File: config.mk
export PLATFORM = sky130hd
export DESIGN_NAME = dns_query_name_extractor_unit
export DESIGN_NICKNAME = d
export VERILOG_FILES = /design/src/rtl/core/dqne_pkg.sv /design/src/rtl/core/dns_query_name_extractor_unit.sv /design/src/rtl/core/dqne_in_stage.sv /design/src/rtl/core/dqne_parser.sv /design/src/rtl/core/dqne_out_stage.sv
export SDC_FILE = /design/constraint.sdc
export NUM_CORES = 1
export LEC_CHECK = 0
export ABC_AREA = 1
export BUFFER_PORTS_ARGS = -buffer_cell sky130_fd_sc_hd__buf_4
export CAP_MARGIN = 20
export CORE_MARGIN = 2
export CORE_UTILIZATION = 40
export CTS_BUF_LIST = sky130_fd_sc_hd__clkbuf_4 sky130_fd_sc_hd__clkbuf_8
export DETAILED_ROUTE_END_ITERATION = 6
export SYNTH_ARGS = -nofsm -noshare
export SYNTH_HDL_FRONTEND = slang
export SYNTH_SLANG_ARGS = --single-unit
File: constraint.sdc
create_clock -name clk -period 2.6 [get_ports clk]
set_clock_uncertainty 0.1 [all_clocks]
set_input_delay 0.13 -clock clk [delete_from_list [all_inputs] [get_ports clk]]
set_output_delay 0.13 -clock clk [all_outputs]
set_load 0.01 [all_outputs]
File: src/rtl/core/dqne_pkg.sv
// shared types and constants for the dns query name extractor
`default_nettype none
package dqne_pkg;

  localparam int LENGTH_BITS_DEF = 16;

  localparam int ETH_HDR    = 14;
  localparam int IP_MIN_HDR = 20;
  localparam int UDP_HDR    = 8;
  localparam int DNS_HDR    = 12;

  localparam logic [15:0] FRAG_MASK      = 16'h1FFF;
  localparam logic [15:0] ETHERTYPE_IPV4 = 16'h0800;
  localparam logic [7:0]  PROTO_UDP      = 8'd17;
  localparam logic [15:0] DEFAULT_PORT   = 16'd53;
  localparam logic [7:0]  DOT_CHAR       = 8'd46;

  typedef enum logic [2:0] {
    PH_ETH    = 3'd0,
    PH_IP     = 3'd1,
    PH_UDP    = 3'd2,
    PH_DNSHDR = 3'd3,
    PH_LEN    = 3'd4,
    PH_CHARS  = 3'd5,
    PH_IGNORE = 3'd6
  } phase_t;

  typedef struct packed {
    logic [7:0]  data_byte;
    logic [15:0] frame_length;
    logic        frame_last;
  } in_beat_t;

  typedef struct packed {
    logic [7:0]  name_char;
    logic        name_done;
    logic [31:0] source_addr;
    logic [7:0]  name_length;
  } out_beat_t;

  typedef struct packed {
    logic      valid;
    out_beat_t beat;
  } res_t;

endpackage
`default_nettype wire

File: src/rtl/core/dns_query_name_extractor_unit.sv
// top level of the dns query name extractor
//
// in_valid/in_ready/in_beat carry one ethernet frame byte per beat, with
// the frame length and a last flag. out_valid/out_ready/out_beat carry
// the decoded name: one beat per character or dot, then an end record
// with the ipv4 source address and name length. frames that are not
// ipv4/udp to the configured port give no beats.
// cfg_wr_en/cfg_wr_data write the udp port; reset value is 53.
// an accepted beat lands in the input register, is parsed from there
// and its result is registered in the output register, from which the
// receiver takes it.
// throughput is one byte per cycle while no result waits on a stalled
// receiver; bytes with no result never wait on the receiver. when the
// receiver stalls with a result pending, one more byte is held in the
// input register, then in_ready drops. synchronous active-low reset
// clears both registers, the parser state and restores the port to 53.
`default_nettype none
module dns_query_name_extractor_unit #(
  parameter int LENGTH_BITS = dqne_pkg::LENGTH_BITS_DEF
) (
  input  wire                 clk,
  input  wire                 rst_n,
  input  wire                 in_valid,
  output logic                in_ready,
  input  dqne_pkg::in_beat_t  in_beat,
  output logic                out_valid,
  input  wire                 out_ready,
  output dqne_pkg::out_beat_t out_beat,
  input  wire                 cfg_wr_en,
  input  wire  [15:0]         cfg_wr_data
);
  import dqne_pkg::*;

  logic [15:0] match_port_r;
  logic        s1_valid;
  in_beat_t    s1_beat;
  res_t        res;
  logic        out_free;
  logic        fire;

  always_ff @(posedge clk) begin
    if (!rst_n) begin
      match_port_r <= DEFAULT_PORT;
    end else if (cfg_wr_en) begin
      match_port_r <= cfg_wr_data;
    end
  end

  assign fire = s1_valid && (!res.valid || out_free);

  dqne_in_stage u_in_stage (
    .clk      (clk),
    .rst_n    (rst_n),
    .in_valid (in_valid),
    .in_ready (in_ready),
    .in_beat  (in_beat),
    .take_i   (fire),
    .valid_o  (s1_valid),
    .beat_o   (s1_beat)
  );

  dqne_parser #(
    .LENGTH_BITS (LENGTH_BITS)
  ) u_parser (
    .clk          (clk),
    .rst_n        (rst_n),
    .beat_i       (s1_beat),
    .fire_i       (fire),
    .match_port_i (match_port_r),
    .res_o        (res)
  );

  dqne_out_stage u_out_stage (
    .clk       (clk),
    .rst_n     (rst_n),
    .res_i     (res),
    .fire_i    (fire),
    .free_o    (out_free),
    .out_valid (out_valid),
    .out_ready (out_ready),
    .out_beat  (out_beat)
  );

endmodule
`default_nettype wire

File: src/rtl/core/dqne_in_stage.sv
// input register stage holding one accepted frame beat
`default_nettype none
module dqne_in_stage (
  input  wire                 clk,
  input  wire                 rst_n,
  input  wire                 in_valid,
  output logic                in_ready,
  input  dqne_pkg::in_beat_t  in_beat,
  input  wire                 take_i,
  output logic                valid_o,
  output dqne_pkg::in_beat_t  beat_o
);
  import dqne_pkg::*;

  logic     valid_r;
  logic     valid_nxt;
  in_beat_t beat_r;

  assign in_ready  = !valid_r || take_i;
  assign valid_nxt = (in_valid && in_ready) || (valid_r && !take_i);

  always_ff @(posedge clk) begin
    if (!rst_n) begin
      valid_r <= 1'b0;
    end else begin
      valid_r <= valid_nxt;
    end
  end

  always_ff @(posedge clk) begin
    if (in_valid && in_ready) begin
      beat_r <= in_beat;
    end
  end

  assign valid_o = valid_r;
  assign beat_o  = beat_r;

endmodule
`default_nettype wire

File: src/rtl/core/dqne_parser.sv
// per-frame header parser and dns label decoder
`default_nettype none
module dqne_parser #(
  parameter int LENGTH_BITS = dqne_pkg::LENGTH_BITS_DEF
) (
  input  wire                 clk,
  input  wire                 rst_n,
  input  dqne_pkg::in_beat_t  beat_i,
  input  wire                 fire_i,
  input  wire  [15:0]         match_port_i,
  output dqne_pkg::res_t      res_o
);
  import dqne_pkg::*;

  localparam logic [LENGTH_BITS-1:0] LEN_MAX = {LENGTH_BITS{1'b1}};

  phase_t                 phase_r, phase_nxt;
  logic [LENGTH_BITS-1:0] byte_offset_r, byte_offset_nxt;
  logic [15:0]            ether_kind_r, ether_kind_nxt;
  logic [5:0]             ip_header_bytes_r, ip_header_bytes_nxt;
  logic [15:0]            ip_total_bytes_r, ip_total_bytes_nxt;
  logic [15:0]            fragment_word_r, fragment_word_nxt;
  logic [7:0]             ip_protocol_r, ip_protocol_nxt;
  logic [31:0]            saved_source_r, saved_source_nxt;
  logic [15:0]            udp_dest_port_r, udp_dest_port_nxt;
  logic [7:0]             label_remaining_r, label_remaining_nxt;
  logic [7:0]             chars_emitted_r, chars_emitted_nxt;

  logic [7:0]             b;
  logic [LENGTH_BITS-1:0] flen;
  logic [LENGTH_BITS-1:0] off;
  logic [LENGTH_BITS-1:0] ip_rel;
  logic [LENGTH_BITS-1:0] udp_start;
  logic [LENGTH_BITS-1:0] udp_rel;
  logic                   ip_ok;
  logic [15:0]            ether_full;
  logic [15:0]            port_full;
  logic [7:0]             chars_inc;

  assign b         = beat_i.data_byte;
  assign flen      = beat_i.frame_length[LENGTH_BITS-1:0];
  assign off       = byte_offset_r;
  assign ip_rel    = off - LENGTH_BITS'(ETH_HDR);
  assign udp_start = LENGTH_BITS'(ETH_HDR) + LENGTH_BITS'(ip_header_bytes_r);
  assign udp_rel   = off - udp_start;
  assign chars_inc = (chars_emitted_r != 8'hFF) ? chars_emitted_r + 8'd1 : chars_emitted_r;
  assign ether_full = ether_kind_r | {8'h00, b};
  assign port_full  = udp_dest_port_r | {8'h00, b};

  assign ip_ok = (ip_header_bytes_r >= 6'(IP_MIN_HDR))
              && (flen >= LENGTH_BITS'(ETH_HDR + IP_MIN_HDR))
              && ({1'b0, ip_total_bytes_r} <= (17'(flen) - 17'(ETH_HDR)))
              && ((fragment_word_r & FRAG_MASK) == 16'h0000)
              && (ip_protocol_r == PROTO_UDP);

  always_comb begin
    phase_nxt           = phase_r;
    ether_kind_nxt      = ether_kind_r;
    ip_header_bytes_nxt = ip_header_bytes_r;
    ip_total_bytes_nxt  = ip_total_bytes_r;
    fragment_word_nxt   = fragment_word_r;
    ip_protocol_nxt     = ip_protocol_r;
    saved_source_nxt    = saved_source_r;
    udp_dest_port_nxt   = udp_dest_port_r;
    label_remaining_nxt = label_remaining_r;
    chars_emitted_nxt   = chars_emitted_r;
    byte_offset_nxt     = (byte_offset_r != LEN_MAX) ? byte_offset_r + 1'b1 : byte_offset_r;
    res_o               = '0;

    case (phase_r)
      PH_ETH: begin
        if (off == LENGTH_BITS'(12)) begin
          ether_kind_nxt = {b, 8'h00};
        end else if (off == LENGTH_BITS'(13)) begin
          ether_kind_nxt = ether_full;
          phase_nxt = (ether_full == ETHERTYPE_IPV4) ? PH_IP : PH_IGNORE;
        end
      end
      PH_IP: begin
        if (ip_rel == LENGTH_BITS'(0)) begin
          ip_header_bytes_nxt = {b[3:0], 2'b00};
        end else if (ip_rel == LENGTH_BITS'(2)) begin
          ip_total_bytes_nxt = {b, 8'h00};
        end else if (ip_rel == LENGTH_BITS'(3)) begin
          ip_total_bytes_nxt = ip_total_bytes_r | {8'h00, b};
        end else if (ip_rel == LENGTH_BITS'(6)) begin
          fragment_word_nxt = {b, 8'h00};
        end else if (ip_rel == LENGTH_BITS'(7)) begin
          fragment_word_nxt = fragment_word_r | {8'h00, b};
        end else if (ip_rel == LENGTH_BITS'(9)) begin
          ip_protocol_nxt = b;
        end else if (ip_rel >= LENGTH_BITS'(12) && ip_rel <= LENGTH_BITS'(15)) begin
          saved_source_nxt = {saved_source_r[23:0], b};
        end
        if (ip_rel == LENGTH_BITS'(IP_MIN_HDR - 1)) begin
          phase_nxt = ip_ok ? PH_UDP : PH_IGNORE;
        end
      end
      PH_UDP: begin
        if (off >= udp_start) begin
          if (udp_rel == LENGTH_BITS'(2)) begin
            udp_dest_port_nxt = {b, 8'h00};
          end else if (udp_rel == LENGTH_BITS'(3)) begin
            udp_dest_port_nxt = port_full;
            phase_nxt = (port_full == match_port_i) ? PH_DNSHDR : PH_IGNORE;
          end
        end
      end
      PH_DNSHDR: begin
        if (udp_rel == LENGTH_BITS'(UDP_HDR + DNS_HDR - 1)) begin
          phase_nxt = PH_LEN;
        end
      end
      PH_LEN: begin
        if (b == 8'h00) begin
          res_o.valid            = 1'b1;
          res_o.beat.name_done   = 1'b1;
          res_o.beat.source_addr = saved_source_r;
          res_o.beat.name_length = chars_emitted_r;
          phase_nxt              = PH_IGNORE;
        end else if (beat_i.frame_last) begin
          res_o.valid            = 1'b1;
          res_o.beat.name_done   = 1'b1;
          res_o.beat.source_addr = saved_source_r;
          res_o.beat.name_length = chars_emitted_r;
        end else begin
          label_remaining_nxt = b;
          phase_nxt           = PH_CHARS;
          if (chars_emitted_r != 8'h00) begin
            res_o.valid          = 1'b1;
            res_o.beat.name_char = DOT_CHAR;
            chars_emitted_nxt    = chars_inc;
          end
        end
      end
      PH_CHARS: begin
        if (beat_i.frame_last) begin
          res_o.valid            = 1'b1;
          res_o.beat.name_done   = 1'b1;
          res_o.beat.source_addr = saved_source_r;
          res_o.beat.name_length = chars_emitted_r;
        end else begin
          res_o.valid          = 1'b1;
          res_o.beat.name_char = b;
          chars_emitted_nxt    = chars_inc;
          label_remaining_nxt  = label_remaining_r - 8'd1;
          if (label_remaining_r == 8'd1) begin
            phase_nxt = PH_LEN;
          end
        end
      end
      default: begin
      end
    endcase
  end

  always_ff @(posedge clk) begin
    if (!rst_n || (fire_i && beat_i.frame_last)) begin
      phase_r           <= PH_ETH;
      byte_offset_r     <= '0;
      ether_kind_r      <= '0;
      ip_header_bytes_r <= '0;
      ip_total_bytes_r  <= '0;
      fragment_word_r   <= '0;
      ip_protocol_r     <= '0;
      saved_source_r    <= '0;
      udp_dest_port_r   <= '0;
      label_remaining_r <= '0;
      chars_emitted_r   <= '0;
    end else if (fire_i) begin
      phase_r           <= phase_nxt;
      byte_offset_r     <= byte_offset_nxt;
      ether_kind_r      <= ether_kind_nxt;
      ip_header_bytes_r <= ip_header_bytes_nxt;
      ip_total_bytes_r  <= ip_total_bytes_nxt;
      fragment_word_r   <= fragment_word_nxt;
      ip_protocol_r     <= ip_protocol_nxt;
      saved_source_r    <= saved_source_nxt;
      udp_dest_port_r   <= udp_dest_port_nxt;
      label_remaining_r <= label_remaining_nxt;
      chars_emitted_r   <= chars_emitted_nxt;
    end
  end

`ifndef SYNTH
  a_res_only_in_name: assert property (@(posedge clk) disable iff (!rst_n)
    res_o.valid |-> (phase_r == PH_LEN || phase_r == PH_CHARS))
    else $error("result outside name phases");

  a_done_fields: assert property (@(posedge clk) disable iff (!rst_n)
    (res_o.valid && res_o.beat.name_done) |-> (res_o.beat.name_char == 8'h00))
    else $error("end record carries a character");

  a_char_fields: assert property (@(posedge clk) disable iff (!rst_n)
    (res_o.valid && !res_o.beat.name_done)
      |-> (res_o.beat.source_addr == 32'h0 && res_o.beat.name_length == 8'h00))
    else $error("character record carries end fields");

  a_frame_restart: assert property (@(posedge clk) disable iff (!rst_n)
    (fire_i && beat_i.frame_last) |=> (phase_r == PH_ETH && byte_offset_r == '0))
    else $error("frame state not cleared after last beat");
`endif

endmodule
`default_nettype wire

File: src/rtl/core/dqne_out_stage.sv
// result register holding one decoded beat for the receiver
`default_nettype none
module dqne_out_stage (
  input  wire                 clk,
  input  wire                 rst_n,
  input  dqne_pkg::res_t      res_i,
  input  wire                 fire_i,
  output logic                free_o,
  output logic                out_valid,
  input  wire                 out_ready,
  output dqne_pkg::out_beat_t out_beat
);
  import dqne_pkg::*;

  logic      valid_r;
  logic      valid_nxt;
  logic      load;
  out_beat_t beat_r;

  assign free_o    = !valid_r || out_ready;
  assign load      = fire_i && res_i.valid;
  assign valid_nxt = load || (valid_r && !out_ready);

  always_ff @(posedge clk) begin
    if (!rst_n) begin
      valid_r <= 1'b0;
    end else begin
      valid_r <= valid_nxt;
    end
  end

  always_ff @(posedge clk) begin
    if (load) begin
      beat_r <= res_i.beat;
    end
  end

  assign out_valid = valid_r;
  assign out_beat  = beat_r;

endmodule
`default_nettype wire

==> results.txt <==
For this design, the sink count on the clock tree is 232. The per-cell via count in the routed design is 4.88, and the maximum buffer depth of the clock tree is 3. The tools report the post-synthesis net count as 1515. The worst register-to-register path begins at u_in_stage.beat_o[2].

The worst hold-check slack is 0.201 ns. The setup violation total in the final timing report was 19; the number of nets in the final layout was 1762. At the pin with the least slew margin, the transition time is 0.479 ns.

For this block, the routed nets add up to 29.7 mm of wire. The worst hold path passes through 2 cells. The synthesized netlist devotes 3.90% of its cell area to adder and majority cells. For the initial antenna violation count, the log shows 0. The largest single stage delay on the critical path is 0.39 ns. The count of input and output buffers is 96, and the post-route total power is 8180 uW.

The run gives -0.208 ns as the final worst slack. The number of clock buffers added by TritonCTS is 40. The worst setup path is of the flip-flop to flip-flop kind.

For the I/O pin count, the log shows 97. Of all flip-flops after synthesis, the portion carrying an async set or reset was 0%. The number of antenna diodes in the final layout is 0. For the placed instance area, the log shows 13100 sq um. The most numerous cell type found on the critical path is sky130_fd_sc_hd__nand2_1.

Counting flops with a built-in enable in the synthesized netlist gives 74. The period utilization works out to 108%. The worst setup path is launched from a flip-flop. The run gives 40.9% as the starting density of the core. Global routing consumed, over all layers together, 19.3% of the routing resources. The multiplexer share of the synthesized area is 0%, and the data required time of the critical path is 2.96 ns. In the synthesized netlist the dominant register cell turns out to be sky130_fd_sc_hd__dfxtp_1.

The worst register-to-register path has a depth of 18. TritonCTS built the clock tree. Headroom to the max-slew limit came out at 68.0%. The worst hold path belongs to the class primary input to flip-flop. For the maximum number of pins on one net before global-route repair, the log shows 65. The region available for standard cell placement spans 27900 sq um. The checks that failed: setup timing. The iteration count of the initial detailed-routing pass is 5, and the xor and xnor area share after synthesis is 2.75%.

The height of the chip was 173 microns; the number of DRC violations after detailed routing was 0. The run finished, with violations left. Summed over all cells, the static leakage comes to 0.00641 uW. The run gives 29900 sq um as the die footprint. The via count was 10207. The CTS H-tree depth is 2, and the compound-cell area share of the yosys netlist is 13.4%. The upper clock frequency limit was 0.356 GHz; the final weighted congestion in routability-driven placement was 0.888. Of all nets on the critical path, the largest fanout is 3. Dividing total power by cell area gives a power density of 536 nW/um^2.

The logs give 20.1 mm for the sum of net half-perimeters after detailed placement and -0.21 ns for the worst setup slack for register-to-register paths. The number of global-route vias before repair is 9929. After the flow finishes, the layout carries non-filler instances totaling 2091. In the final routed layout, each cell accounts on average for 14.2 microns.

The path with the worst hold slack has its endpoint at u_in_stage.beat_o[8]. The first-pass GRT wire length is 48.0 mm. After clock tree synthesis, the clock-pin slew on the worst setup and hold paths is 0.06 ns. The run gives 0.58 ns as the clock latency on the worst-skew pair. The tools report the maximum vdd drop as 0.000405 V. After Yosys synthesis, and, or, nand and nor cells account for 24.4% of the synthesized area. Kind of end point of the critical path: a flip-flop. The combined area of all synthesized cells is 11400 sq um, and the final global-route overflow total is 0. For the detailed router's first-iteration violation count, the log shows 697.

The tools report the sequential-to-total area share from yosys stat as 47.2%. Data arrives at the worst endpoint at 3.17 ns. Setup repair after global routing could not meet its margin everywhere. The floorplan has 61 rows. Of the cells placed in the final design, the portion with a size suffix greater than 1 is 24.8%. Together, buffers and inverters on the worst path number 0.

The tools report the buffer cell driving the clock tree root as sky130_fd_sc_hd__clkbuf_8. From synthesis to final layout, the design area changed by 33.6%. The mean post-synth cell area was 7.96 sq um; the number of max-cap violations was 0.

The number of placed instances, taps included, is 1940. The floorplan step set the die width to 173 microns. For this design, the slowest cell found on the critical path is sky130_fd_sc_hd__edfxtp_1. Traced cell by cell, the critical path runs through ha_2, nand2_2, nand2_4, nor3_4, nand3_2, nor3_4, nor3b_2, xnor2_1, ha_1, nand4_1, nor4_1, nand2_1, o21ai_1, nand2_1, nand2_1, nand2_1, nor2_1, nor2_1.

In the synthesized netlist, the number of instances is 1434. The total of flip-flops plus latches after synthesis came out at 232. The smallest clock period supported by the final layout is computed as 2.81 ns.

The reg-to-reg critical path endpoint is u_parser.phase_r[2]. Number of hold violations in the final report: 0. The synthesized netlist contains 48 unique library cells. In this design, the largest share of critical-path delay is due to simple AND/OR/NAND/NOR gates. The critical hold path startpoint is in_beat[8]. By area, the combinational part of the netlist is dominated by simple AND/OR/NAND/NOR gates. Once detail routing completed, the nets flagged for antenna violations numbered 0.

Final max-slew violation count: 0. Once layout is done, the placed cells without fillers occupy 15300 sq um. During synthesis, Yosys emitted a total of 0 warnings.
power by group:
part / switching [uW] / internal, uW / total [uW]
combinational: 283 / 247 / 530
sequential: 38.8 / 3770 / 3810
clock: 1570 / 2280 / 3840
total: 1890 / 6290 / 8180
cells in the mapped netlist (5+ instances only):
cell type	instances	share of area, %
sky130_fd_sc_hd__inv_1	182	6.0
sky130_fd_sc_hd__clkbuf_1	24	0.79
sky130_fd_sc_hd__a31oi_1	5	0.27
sky130_fd_sc_hd__ha_1	34	3.7
sky130_fd_sc_hd__a21oi_1	104	4.6
sky130_fd_sc_hd__nand3_1	77	3.4
sky130_fd_sc_hd__o2111ai_1	9	0.69
sky130_fd_sc_hd__xnor2_1	18	1.4
sky130_fd_sc_hd__xor2_1	16	1.2
sky130_fd_sc_hd__o21ai_1	17	0.74
sky130_fd_sc_hd__dfxtp_1	158	28
sky130_fd_sc_hd__nor3_1	38	1.7
sky130_fd_sc_hd__nand2_1	219	7.2
sky130_fd_sc_hd__nor2_2	8	0.44
sky130_fd_sc_hd__a21oi_2	9	0.69
sky130_fd_sc_hd__nor2_1	203	6.7
sky130_fd_sc_hd__a211oi_1	12	0.79
sky130_fd_sc_hd__buf_2	20	0.88
sky130_fd_sc_hd__nor4_1	11	0.60
sky130_fd_sc_hd__nand4_1	21	1.2
sky130_fd_sc_hd__o21a_1	5	0.33
sky130_fd_sc_hd__inv_2	14	0.46
sky130_fd_sc_hd__edfxtp_1	74	19
sky130_fd_sc_hd__nand2_2	7	0.38
sky130_fd_sc_hd__o21ai_0	106	4.6
flip-flops by register name, summed over array words and instances (netlist names):
signal,cells
u_parser.saved_source_r,32
u_parser.ip_protocol_r,8
u_parser.chars_emitted_r,8
u_parser.fragment_word_r,13
u_parser.byte_offset_r,16
u_in_stage.valid_o,1
u_parser.label_remaining_r,8
u_parser.phase_r,3
u_in_stage.beat_o,25
match_port_r,16
u_out_stage.out_beat,49
u_parser.ip_header_bytes_r,4
u_parser.udp_dest_port_r,16
u_parser.ip_total_bytes_r,16
u_parser.ether_kind_r,16
u_out_stage.out_valid,1
per-layer routing:
metal	GRT usage, %	up-vias	routed length (microns)
li1	-	5243	-
met1	24.4	4660	13000
met2	33.8	245	14500
met3	2.81	59	1490
met4	6.60	0	814
met5	0	-	0
logic make-up after synthesis:
logic type	after synthesis
flip-flops	232
AO/OA/AOI/OAI	274
AND/OR/NAND/NOR	614
adder cells (fa/ha/maj)	35
XOR/XNOR	35
buffers and inverters	244
cell type report:
cell class | instances | area (sq um)
fillers | 2604 | 12700
multi-input cells | 960 | 5540
flip-flops and latches | 232 | 5390
repair buffers | 250 | 2160
clock buffers | 62 | 753
inverters | 197 | 751
well taps | 378 | 473
clock inverters | 12 | 184
repair_timing:
| item | CTS | global route |
|---|---|---|
| gates resized for setup | 57 | 71 |
| setup endpoints to repair | 19 | 97 |
| setup buffers | 5 | 5 |
| pin swaps | 35 | 37 |
| hold endpoints to repair | 43 | 0 |
| cloned | 0 | 2 |
| hold buffers | 65 | 0 |
worst reg2reg max path, stage by stage (launching register included):
cell and delay (ns):
sky130_fd_sc_hd__edfxtp_1 0.39, sky130_fd_sc_hd__ha_2 0.21, sky130_fd_sc_hd__nand2_2 0.08, sky130_fd_sc_hd__nand2_4 0.05, sky130_fd_sc_hd__nor3_4 0.15, sky130_fd_sc_hd__nand3_2 0.13, sky130_fd_sc_hd__nor3_4 0.14, sky130_fd_sc_hd__nor3b_2 0.21
sky130_fd_sc_hd__xnor2_1 0.09, sky130_fd_sc_hd__ha_1 0.33, sky130_fd_sc_hd__nand4_1 0.11, sky130_fd_sc_hd__nor4_1 0.18, sky130_fd_sc_hd__nand2_1 0.09, sky130_fd_sc_hd__o21ai_1 0.09, sky130_fd_sc_hd__nand2_1 0.13, sky130_fd_sc_hd__nand2_1 0.08
sky130_fd_sc_hd__nand2_1 0.04, sky130_fd_sc_hd__nor2_1 0.08, sky130_fd_sc_hd__nor2_1 0.05
how the worst max path moves through the flow:
stage | start | to | depth (start not counted)
after CTS | u_in_stage.beat_o[2] | u_parser.phase_r[2] | 19
after detailed placement | u_in_stage.beat_o[3] | u_parser.phase_r[2] | 19
after global placement | u_in_stage.beat_o[3] | u_parser.phase_r[2] | 20
after floorplan | u_in_stage.beat_o[2] | u_parser.phase_r[2] | 19
final | u_in_stage.beat_o[2] | u_parser.phase_r[2] | 18
after global routing | u_in_stage.beat_o[2] | u_parser.phase_r[2] | 19
cells in the final DEF (no fill, tap or decap), types with 6 or more instances in the layout:
cell                            count
sky130_fd_sc_hd__a21oi_1          102
sky130_fd_sc_hd__nor2_2            17
sky130_fd_sc_hd__inv_1            173
sky130_fd_sc_hd__clkbuf_4          16
sky130_fd_sc_hd__nor2_1           190
sky130_fd_sc_hd__nand4_1           21
sky130_fd_sc_hd__nor2_4             8
sky130_fd_sc_hd__dlygate4sd3_1     65
sky130_fd_sc_hd__a21oi_2           10
sky130_fd_sc_hd__nor4_1            10
sky130_fd_sc_hd__o2111ai_1          9
sky130_fd_sc_hd__clkbuf_8          46
sky130_fd_sc_hd__o21ai_2           10
sky130_fd_sc_hd__o21ai_0           93
sky130_fd_sc_hd__o21ai_1           20
sky130_fd_sc_hd__nand2_2           30
sky130_fd_sc_hd__nor3_2             8
sky130_fd_sc_hd__nand3_1           64
sky130_fd_sc_hd__buf_4            171
sky130_fd_sc_hd__a211oi_1          12
sky130_fd_sc_hd__edfxtp_1          74
sky130_fd_sc_hd__nand2_1          190
sky130_fd_sc_hd__xnor2_1           18
sky130_fd_sc_hd__ha_1              28
sky130_fd_sc_hd__buf_6              6
sky130_fd_sc_hd__xor2_1            14
sky130_fd_sc_hd__inv_2             20
sky130_fd_sc_hd__nand3_2           15
sky130_fd_sc_hd__nand2_4            9
sky130_fd_sc_hd__dfxtp_1          154
sky130_fd_sc_hd__nor3_1            32
sky130_fd_sc_hd__buf_12             7
stage by stage:
step	TNS [ns]	setup slack (ns)	utilization, %
after floorplan	-0.0971	-0.0971	-
after global placement	-2.54	-0.307	47.0
after detailed placement	-4.54	-0.366	47.0
after CTS	-2.32	-0.192	53.3
after global routing	-4.97	-0.512	54.6
final	-2.20	-0.208	54.6
No activity file was read; power rests on OpenSTA's default activity.
